<file path="src/assert_macros.svh">
// assertion macros shared by the rtl
`ifndef ASSERT_MACROS_SVH
`define ASSERT_MACROS_SVH

// same-cycle implication, checked on every rising edge outside reset
`define ASSERT_NOW(label, ante, cons, msg) \
  label: assert property (@(posedge clk) disable iff (!rst_n) (ante) |-> (cons)) \
    else $error(msg);

// next-cycle implication, checked on every rising edge outside reset
`define ASSERT_NEXT(label, ante, cons, msg) \
  label: assert property (@(posedge clk) disable iff (!rst_n) (ante) |=> (cons)) \
    else $error(msg);

`endif

</file>
<file path="src/tvob_pkg.sv">
// types, codes and constant tables of the three voice oscillator bank
package tvob_pkg;

  localparam int VOICE_COUNT = 3;
  localparam int VOICE_W     = $clog2(VOICE_COUNT);
  localparam int REG_COUNT   = 25;
  localparam int ROW_BYTES   = 5;
  localparam int ROW_STRIDE  = 7;
  localparam int LFSR_W      = 23;

  // item kinds carried in tuser
  localparam logic OP_WRITE = 1'b0;
  localparam logic OP_TICK  = 1'b1;

  // byte offsets inside a voice row
  localparam logic [2:0] OFS_FREQ_LO = 3'd0;
  localparam logic [2:0] OFS_FREQ_HI = 3'd1;
  localparam logic [2:0] OFS_PW_LO   = 3'd2;
  localparam logic [2:0] OFS_PW_HI   = 3'd3;
  localparam logic [2:0] OFS_CTRL    = 3'd4;

  // control byte bits
  localparam int CTRL_NOISE = 7;
  localparam int CTRL_PULSE = 6;
  localparam int CTRL_SAW   = 5;
  localparam int CTRL_TRI   = 4;
  localparam int CTRL_TEST  = 3;
  localparam int CTRL_RING  = 2;
  localparam int CTRL_SYNC  = 1;

  localparam logic [15:0] CLOCK_RATIO_RESET = 16'd5255;

  localparam logic [LFSR_W-1:0] NOISE_SEED [VOICE_COUNT] = '{
    23'h7ffff8, 23'h6d2b79, 23'h5a1f33
  };

  // reciprocal of three for the three-waveform average
  localparam logic [17:0] RECIP3      = 18'd174763;
  localparam int          RECIP3_SH   = 19;
  localparam logic [18:0] DIV3_OFFSET = 19'd98304;

  typedef enum logic [2:0] {
    S_IDLE,
    S_READ,
    S_MUL,
    S_UPD,
    S_SCALE,
    S_DIV,
    S_NEXT,
    S_OUT
  } tvob_state_t;

  typedef logic [15:0] noise_lut_t [256];

  // noise byte to sample level, rounded half up
  function automatic noise_lut_t build_noise_lut();
    noise_lut_t lut;
    int n;
    int q;
    for (int i = 0; i < 256; i++) begin
      n = (2 * i - 255) * 32767 + 127;
      if (n >= 0) q = n / 255;
      else q = -((-n + 254) / 255);
      lut[i] = 16'(q);
    end
    return lut;
  endfunction

  localparam noise_lut_t NOISE_LUT = build_noise_lut();

endpackage

</file>
<file path="src/three_voice_oscillator_bank_top.sv">
// Operation: a register write item is stored as it is accepted; a tick item steps each
// voice in turn through one shared read-modify-write path over the voice state memory,
// in states READ, MUL, UPD, SCALE, DIV and NEXT (test mode goes from MUL to NEXT,
// noise or no waveform from UPD to NEXT), then loads its result in S_OUT. One register
// write per cycle while idle; no item is taken while a tick runs or its result waits.
// Reset: synchronous active low; per-entry valid bits make both memories read as
// their reset values at once, so no clearing pass is needed.
`include "assert_macros.svh"

module three_voice_oscillator_bank_top
  import tvob_pkg::*;
#(
  parameter int PHASE_BITS = 24
) (
  input  logic        clk,
  input  logic        rst_n,
  input  logic        in_tvalid,
  output logic        in_tready,
  input  logic [23:0] in_tdata,   // address [15:0], data [23:16]
  input  logic        in_tuser,   // op
  output logic        out_tvalid,
  input  logic        out_tready,
  output logic [47:0] out_tdata,  // voice2_sample, voice1_sample, voice0_sample
  input  logic        cfg_valid,
  output logic        cfg_ready,
  input  logic [15:0] cfg_data
);

  localparam int PB  = PHASE_BITS;
  localparam int STW = 2 * PB + LFSR_W;
  localparam int XW  = PB + 18;
  localparam logic signed [PB+1:0] HALF_S = (PB+2)'(1) <<< (PB - 1);

  tvob_state_t state_r, state_nxt;
  logic [VOICE_W-1:0] voice_r;
  logic [VOICE_W-1:0] pv;
  logic [15:0] clock_ratio_r;

  // memories: voice registers and voice oscillator state
  logic [ROW_BYTES-1:0][7:0] reg_mem [VOICE_COUNT];
  logic [ROW_BYTES-1:0][7:0] reg_q;
  logic [ROW_BYTES-1:0]      reg_vld_r [VOICE_COUNT];
  logic [ROW_BYTES-1:0]      reg_vld_q;
  logic [STW-1:0]            st_mem [VOICE_COUNT];
  logic [STW-1:0]            st_q;
  logic [VOICE_COUNT-1:0]    st_vld_r;
  logic                      st_vld_q;

  logic [VOICE_COUNT-1:0] wrapped_r;
  logic [VOICE_COUNT-1:0] phase_hi_r;

  logic [31:0]             prod_r;
  logic signed [PB+1:0]    sum_r;
  logic [1:0]              count_r;
  logic signed [18:0]      y_r;
  logic [15:0]             samp_r [VOICE_COUNT];
  logic                    out_tvalid_r;
  logic [47:0]             out_tdata_r;

  // handshake and write decode
  logic       in_acc;
  logic       wr_acc;
  logic [4:0] idx;
  logic [1:0] row;
  logic [2:0] off;
  logic       reg_we;
  logic       test_we;
  logic       out_load;
  logic       st_we_tick;

  assign in_acc = in_tvalid && in_tready;
  assign wr_acc = in_acc && (in_tuser == OP_WRITE);
  assign idx    = in_tdata[4:0];

  // split the register index into voice row and byte offset
  always_comb begin
    if (idx < 5'd7) begin
      row = 2'd0;
      off = idx[2:0];
    end else if (idx < 5'd14) begin
      row = 2'd1;
      off = 3'(idx - 5'd7);
    end else if (idx < 5'd21) begin
      row = 2'd2;
      off = 3'(idx - 5'd14);
    end else begin
      row = 2'd3;
      off = 3'(idx - 5'd21);
    end
  end

  assign reg_we  = wr_acc && (row < 2'(VOICE_COUNT)) && (off < 3'(ROW_BYTES));
  assign test_we = reg_we && (off == OFS_CTRL) && in_tdata[16 + CTRL_TEST];

  // current voice fields, unwritten entries read as reset values
  logic [7:0] rb [ROW_BYTES];
  always_comb begin
    for (int k = 0; k < ROW_BYTES; k++) begin
      rb[k] = reg_vld_q[k] ? reg_q[k] : 8'd0;
    end
  end

  logic [15:0]       freq;
  logic [11:0]       pw;
  logic [7:0]        ctrl;
  logic [PB-1:0]     cur_phase;
  logic [PB-1:0]     cur_np;
  logic [LFSR_W-1:0] cur_s;

  assign freq = {rb[OFS_FREQ_HI], rb[OFS_FREQ_LO]};
  assign pw   = {rb[OFS_PW_HI][3:0], rb[OFS_PW_LO]};
  assign ctrl = rb[OFS_CTRL];
  assign cur_phase = st_vld_q ? st_q[STW-1 -: PB] : '0;
  assign cur_np    = st_vld_q ? st_q[LFSR_W +: PB] : '0;
  assign cur_s     = st_vld_q ? st_q[LFSR_W-1:0] : NOISE_SEED[voice_r];
  assign pv = (voice_r == '0) ? VOICE_W'(VOICE_COUNT - 1) : voice_r - 1'b1;

  // phase, sync, noise and waveform sum of the current voice
  logic [PB-1:0]        step;
  logic [PB:0]          ph_sum;
  logic [PB:0]          np_sum;
  logic [PB-1:0]        ph_new;
  logic                 wrap_new;
  logic [LFSR_W-1:0]    s_new;
  logic                 fb;
  logic [7:0]           noise_o;
  logic signed [PB+1:0] ph_s;
  logic signed [PB+1:0] tri_v;
  logic signed [PB+1:0] sum_c;
  logic [1:0]           count_c;
  logic [STW-1:0]       st_wdata_tick;
  logic                 sync_hit;

  always_comb begin
    step     = prod_r[31 -: PB];
    ph_sum   = {1'b0, cur_phase} + {1'b0, step};
    np_sum   = {1'b0, cur_np} + {1'b0, step};
    sync_hit = ctrl[CTRL_SYNC] && wrapped_r[pv];
    wrap_new = ph_sum[PB] || sync_hit;
    ph_new   = sync_hit ? '0 : ph_sum[PB-1:0];
    // at most one lfsr shift per tick, a step stays below one full phase period
    fb    = cur_s[22] ^ cur_s[17];
    s_new = cur_s;
    if (np_sum[PB]) begin
      s_new = {cur_s[LFSR_W-2:0], fb};
      if (s_new == '0) s_new = NOISE_SEED[voice_r];
    end
    noise_o = {s_new[20], s_new[18], s_new[14], s_new[11],
               s_new[9], s_new[5], s_new[2], s_new[0]};
    if (ctrl[CTRL_NOISE]) begin
      st_wdata_tick = {ph_new, np_sum[PB-1:0], s_new};
    end else begin
      st_wdata_tick = {ph_new, cur_np, cur_s};
    end
    ph_s    = $signed({2'b00, ph_new});
    sum_c   = '0;
    count_c = 2'd0;
    if (ctrl[CTRL_PULSE] && (pw != 12'd0)) begin
      if (ph_new < {pw, {(PB-12){1'b0}}}) sum_c = sum_c + HALF_S;
      else sum_c = sum_c - HALF_S;
      count_c = count_c + 2'd1;
    end
    if (ctrl[CTRL_SAW]) begin
      sum_c   = sum_c + (ph_s - HALF_S);
      count_c = count_c + 2'd1;
    end
    if (!ph_new[PB-1]) tri_v = (ph_s <<< 1) - HALF_S;
    else tri_v = (HALF_S + (HALF_S <<< 1)) - (ph_s <<< 1);
    if (ctrl[CTRL_RING] && phase_hi_r[pv]) tri_v = -tri_v;
    if (ctrl[CTRL_TRI]) begin
      sum_c   = sum_c + tri_v;
      count_c = count_c + 2'd1;
    end
  end

  // scale the sum by 32767 with rounding bias, then take the power of two part
  logic signed [XW-1:0] x_ext;
  logic signed [XW-1:0] x_bias;
  logic signed [XW-1:0] x_c;
  always_comb begin
    x_ext = XW'(sum_r);
    case (count_r)
      2'd1:    x_bias = XW'(1) <<< (PB - 2);
      2'd2:    x_bias = XW'(1) <<< (PB - 1);
      default: x_bias = XW'(3) <<< (PB - 2);
    endcase
    x_c = (x_ext <<< 15) - x_ext + x_bias;
  end

  // for three waveforms divide by three through a reciprocal, then saturate
  logic [17:0]        y_off;
  logic [35:0]        q3_prod;
  logic signed [18:0] q_c;
  logic [15:0]        q_sat;
  always_comb begin
    y_off   = 18'(y_r + $signed(DIV3_OFFSET));
    q3_prod = y_off * RECIP3;
    if (count_r == 2'd3) q_c = $signed({2'b00, q3_prod[35:RECIP3_SH]}) - 19'sd32768;
    else q_c = y_r;
    if (q_c > 19'sd32767) q_sat = 16'h7fff;
    else if (q_c < -19'sd32768) q_sat = 16'h8000;
    else q_sat = q_c[15:0];
  end

  // next state
  always_comb begin
    state_nxt = state_r;
    unique case (state_r)
      S_IDLE:  if (in_acc && (in_tuser == OP_TICK)) state_nxt = S_READ;
      S_READ:  state_nxt = S_MUL;
      S_MUL:   state_nxt = ctrl[CTRL_TEST] ? S_NEXT : S_UPD;
      S_UPD: begin
        if (ctrl[CTRL_NOISE] || (count_c == 2'd0)) state_nxt = S_NEXT;
        else state_nxt = S_SCALE;
      end
      S_SCALE: state_nxt = S_DIV;
      S_DIV:   state_nxt = S_NEXT;
      S_NEXT:  state_nxt = (voice_r == VOICE_W'(VOICE_COUNT - 1)) ? S_OUT : S_READ;
      S_OUT:   if (out_load) state_nxt = S_IDLE;
      default: state_nxt = S_IDLE;
    endcase
  end

  // state outputs
  always_comb begin
    in_tready  = 1'b0;
    st_we_tick = 1'b0;
    out_load   = 1'b0;
    unique case (state_r)
      S_IDLE:  in_tready = 1'b1;
      S_UPD:   st_we_tick = 1'b1;
      S_OUT:   out_load = !out_tvalid_r || out_tready;
      default: ;
    endcase
  end

  assign cfg_ready  = 1'b1;
  assign out_tvalid = out_tvalid_r;
  assign out_tdata  = out_tdata_r;

  // control registers
  always_ff @(posedge clk) begin
    if (!rst_n) begin
      state_r       <= S_IDLE;
      voice_r       <= '0;
      clock_ratio_r <= CLOCK_RATIO_RESET;
      st_vld_r      <= '0;
      wrapped_r     <= '0;
      phase_hi_r    <= '0;
      out_tvalid_r  <= 1'b0;
      for (int v = 0; v < VOICE_COUNT; v++) reg_vld_r[v] <= '0;
    end else begin
      state_r <= state_nxt;
      if (cfg_valid && cfg_ready) clock_ratio_r <= cfg_data;
      if (state_r == S_IDLE) voice_r <= '0;
      else if ((state_r == S_NEXT) && (voice_r != VOICE_W'(VOICE_COUNT - 1)))
        voice_r <= voice_r + 1'b1;
      if (reg_we) reg_vld_r[row[VOICE_W-1:0]][off] <= 1'b1;
      if (test_we) begin
        st_vld_r[row[VOICE_W-1:0]]   <= 1'b1;
        phase_hi_r[row[VOICE_W-1:0]] <= 1'b0;
      end
      if (st_we_tick) begin
        st_vld_r[voice_r]   <= 1'b1;
        wrapped_r[voice_r]  <= wrap_new;
        phase_hi_r[voice_r] <= ph_new[PB-1];
      end
      if (out_load) out_tvalid_r <= 1'b1;
      else if (out_tready) out_tvalid_r <= 1'b0;
    end
  end

  // memories, read data registered
  always_ff @(posedge clk) begin
    if (reg_we) reg_mem[row[VOICE_W-1:0]][off] <= in_tdata[23:16];
    reg_q     <= reg_mem[voice_r];
    reg_vld_q <= reg_vld_r[voice_r];
    if (test_we) begin
      st_mem[row[VOICE_W-1:0]] <= {{PB{1'b0}}, {PB{1'b0}}, NOISE_SEED[row[VOICE_W-1:0]]};
    end else if (st_we_tick) begin
      st_mem[voice_r] <= st_wdata_tick;
    end
    st_q     <= st_mem[voice_r];
    st_vld_q <= st_vld_r[voice_r];
  end

  // datapath registers
  always_ff @(posedge clk) begin
    case (state_r)
      S_MUL: begin
        prod_r <= freq * clock_ratio_r;
        if (ctrl[CTRL_TEST]) samp_r[voice_r] <= 16'd0;
      end
      S_UPD: begin
        sum_r   <= sum_c;
        count_r <= count_c;
        if (ctrl[CTRL_NOISE]) samp_r[voice_r] <= NOISE_LUT[noise_o];
        else if (count_c == 2'd0) samp_r[voice_r] <= 16'd0;
      end
      S_SCALE: begin
        if (count_r == 2'd2) y_r <= 19'(x_c >>> PB);
        else y_r <= 19'(x_c >>> (PB - 1));
      end
      S_DIV: samp_r[voice_r] <= q_sat;
      default: ;
    endcase
    if (out_load) out_tdata_r <= {samp_r[2], samp_r[1], samp_r[0]};
  end

  `ASSERT_NEXT(a_tick_starts, in_acc && (in_tuser == OP_TICK), (state_r == S_READ) && (voice_r == '0), "tick did not start at voice 0")
  `ASSERT_NEXT(a_sync_zero, (state_r == S_UPD) && sync_hit, wrapped_r[voice_r] && !phase_hi_r[voice_r], "hard sync did not zero the phase")
  `ASSERT_NOW(a_no_write_busy, reg_we, state_r == S_IDLE, "register write taken while busy")
  `ASSERT_NEXT(a_result_shown, out_load, out_tvalid, "result not presented after load")

endmodule

</file>
<file path="config.mk">
export PLATFORM = sky130hd
export DESIGN_NAME = three_voice_oscillator_bank_top
export DESIGN_NICKNAME = d
export VERILOG_FILES = /design/src/tvob_pkg.sv /design/src/three_voice_oscillator_bank_top.sv
export VERILOG_INCLUDE_DIRS = /design/src /design/src/src
export SDC_FILE = /design/constraint.sdc
export NUM_CORES = 2
export LEC_CHECK = 0
export BUFFER_PORTS_ARGS = -buffer_cell sky130_fd_sc_hd__buf_2
export CAP_MARGIN = 20
export CORE_UTILIZATION = 38
export CTS_CLUSTER_DIAMETER = 150
export DETAILED_ROUTE_END_ITERATION = 8
export PLACE_DENSITY = 0.57
export SYNTH_ARGS = -nofsm -noshare
export SYNTH_HDL_FRONTEND = slang
export SYNTH_SLANG_ARGS = --single-unit
</file>
<file path="constraint.sdc">
create_clock -name clk -period 23.2 [get_ports clk]
set_input_delay 3.48 -clock clk [delete_from_list [all_inputs] [get_ports clk]]
set_output_delay 3.48 -clock clk [all_outputs]
set_load 0.01 [all_outputs]
</file>
==> results by group <==
GRT
  • Total congestion overflow: 0
  • Overall Global Routing Usage: 0.1793
  • Vias in the first global route: 29770
  • Largest net degree at the start of global routing: 94
  • Initial antenna violation count: 0
  • First-pass GRT wire length: 166.7 mm

Logic synthesis
  • Synth area leader: edfxtp_1
  • Mapped Cells: between 4000 and 5000
  • Mapped Area: between 40000 and 50000 um^2
  • Yosys reg bits: 648
  • Mean Syn Cell Area: 10.51 um^2
  • Post-synth ARST share: 0
  • Count leader, synth: inv_1
  • Top cells by area, synth: edfxtp_1 (33%), fa_1 (14%), ha_1 (11%), dfxtp_1 (7.3%), inv_1 (4.2%)
  • Count of cell types in the netlist: 99
  • Synth Flop Type: edfxtp_1
  • Synth Warn #: 0
  • Post-synth EDFFs: 485
  • Sequential share of the synthesized area: 0.3999
  • Syn_nets: approximately 5000
  • Synth top area share: 0.3267
  • Commonest cells post-synth: inv_1 (504), edfxtp_1 (485), nand2_1 (484)

Clock tree
  • Hold_buf cts: 0
  • Maximum buffer depth of the clock tree: 3
  • Cts repair resizes: 0
  • H-tree Lvls: 3
  • Worst-Skew Late Latency: 0.65 ns
  • Clk slew on worst S/H paths: 0.06 ns
  • TritonCTS clock tree: yes
  • Inserted Clock Buffers: 72
  • CTS Sinks: 648
  • Clock Tree Root: clkbuf_16
  • Postcts setup bufs: 0

Drt
  • Final ANT Viol Nets: 0
  • Initial DRC Count: 1748
  • Highest layer used for signal routing: met4
  • M1 WL: 49.10 mm
  • Wire length on met2: 49.67 mm
  • Met3 Routed Length: 4.310 mm
  • DR vias: 29950
  • Final WL: 105.8 mm
  • Drt drc: 0
  • Wire per inst: 18.06 um
  • DRT Pass-1 Iters: 5
  • DR vias/cell: 5.114

Placement
  • Placed Cells: 5724
  • DP HPWL: 78.30 mm
  • Port Buffers: 84
  • Final GP Congestion: slightly below 0.9

Setup path
  • Crit path max fanout: 43
  • Worst path arrival time: ~9.3 ns
  • Slowest library cell on the worst path: dfxtp_4
  • Worst path max stage delay: 0.87 ns
  • WS Path Type: reg2reg
  • Setup crit end kind: flip-flop
  • CP Data Required Time: 23.57 ns
  • Worst setup SP type: flip-flop

Layout
  • Share of cells above drive strength 1: 0.07108
  • Area Growth Syn to Fin: 9.972%
  • Count of non-filler cells in the finished layout: about 5900
  • Final #Nets: roughly 5000
  • N_diodes: 0
  • Post-layout util: 0.4219

Die
  • Die Y: 344.5 um
  • Core area: 116200 um^2
  • Rows: 125
  • Starting Density: 0.3836
  • Io pins: between 90 and 100
  • Die Footprint: 118700 um^2
  • Die span in x: 344.5 um

Pwr
  • Total Power: 3.247 mW
  • Peak supply drop: 0.06560 mV
  • Power Density: 66.22 nW/um^2
  • Leakage power: 20.91 nW

Timing
  • Final setup viols: 0
  • Tightest Pin Transition: 0.9541 ns
  • Final worst path period need: 8.895 ns
  • Normalized max-slew margin: 0.3639
  • Setup_tns: 0 ns
  • Final Cycle Share: 0.3834
  • RSZ-0062 raised after global routing: false
  • Peak Freq: roughly 0.11 GHz
  • Final Hold Viols: 0
  • Clock Skew: 0.03622 ns
  • Worst hold margin: 0.3487 ns
  • Slew Viols, Final: 0

Hold path
  • Worst Hold Class: reg2reg

Outcome
  • Outcome: completed

Flow run
  • MaxCap Viol Count: 0
## area by class of cell
class | count | area, um^2
fillers | 11170 | 67180
multi-input cells | 2914 | 24210
flip-flops and latches | 648 | 17840
clock buffers | 96 | 1992
well taps | 1524 | 1907
inverters | 504 | 1892
repair buffers | 134 | 795.8
clock inverters | 37 | 394.1
## through the flow
stage                     cell area (um^2)  setup slack (ns)
after global routing                 49030             13.59
after floorplan                      44580             12.00
after CTS                            49030             14.32
after detailed placement             46640             14.35
after global placement               46640             14.45
final                                49030             14.31
## per-layer routing
layer | vias up | global-route usage
li1 | 14600 | -
met1 | 14610 | 0.2430
met2 | 577 | 0.2986
met3 | 163 | 0.02464
met4 | 0 | 0.05042
met5 | - | 0
## state kept, by name, summed over array words and instances (netlist names), 3 cells and up
register	flops
clock_ratio_r	16
out_tdata	48
phase_hi_r	3
prod_r	24
reg_mem	105
reg_q	35
reg_vld_q	5
reg_vld_r	20
samp_r	48
st_mem	213
st_q	71
st_vld_r	3
state_r	3
sum_r	26
wrapped_r	3
y_r	19
## worst max-delay path: cells and delay by family, from the launching register on
family          cells  cell delay [ns]
buf+inv             2             0.39
flops               1             0.87
compound gates     10             2.01
mux                 1             0.37
simple gates       12             3.08
xor+xnor            3             0.63
fa+ha+maj           3             1.26
## cells by family after synthesis
logic type,share of synthesized area
buffers and inverters,0.05810
other,0.00008412
muxes,0.03884
AOI/OAI and AO/OA,0.09638
and+or+nand+nor,0.1264
xor gates and xnor gates,0.02821
adders and majority gates,0.2521
DFF,0.3999
## path summary, 6_finish.rpt
path,cells past startpoint,to,slack (ns),startpoint
max reg2reg,31,sum_r[25],14.31,voice_r[0]
min reg2reg,0,reg_vld_r[3][4],0.35,reg_vld_r[3][4]
max,31,sum_r[25],14.31,voice_r[0]
min,0,reg_vld_r[3][4],0.35,reg_vld_r[3][4]
## cell usage in the layout (no fill, tap or decap), types with 47 or more instances in the layout
master / instances
a21o_1: 50
o21ai_0: 220
nor2_1: 265
edfxtp_1: 485
buf_2: 84
nand2_1: 484
ha_1: 407
buf_4: 50
nor3_1: 47
a21oi_1: 189
clkbuf_16: 72
xor2_1: 49
dfxtp_1: 160
mux2i_1: 141
and2_1: 93
inv_1: 504
fa_1: 307
xnor2_1: 92
and3_1: 101
nand3_1: 49
## power breakdown
part / internal, mW / switching, mW
Combinational: 0.318 / 0.498
Clock: 0.649 / 0.488
Sequential: 1.27 / 0.0241
Total: 2.24 / 1.01
Note: power is estimated with default switching activity, not from simulation.
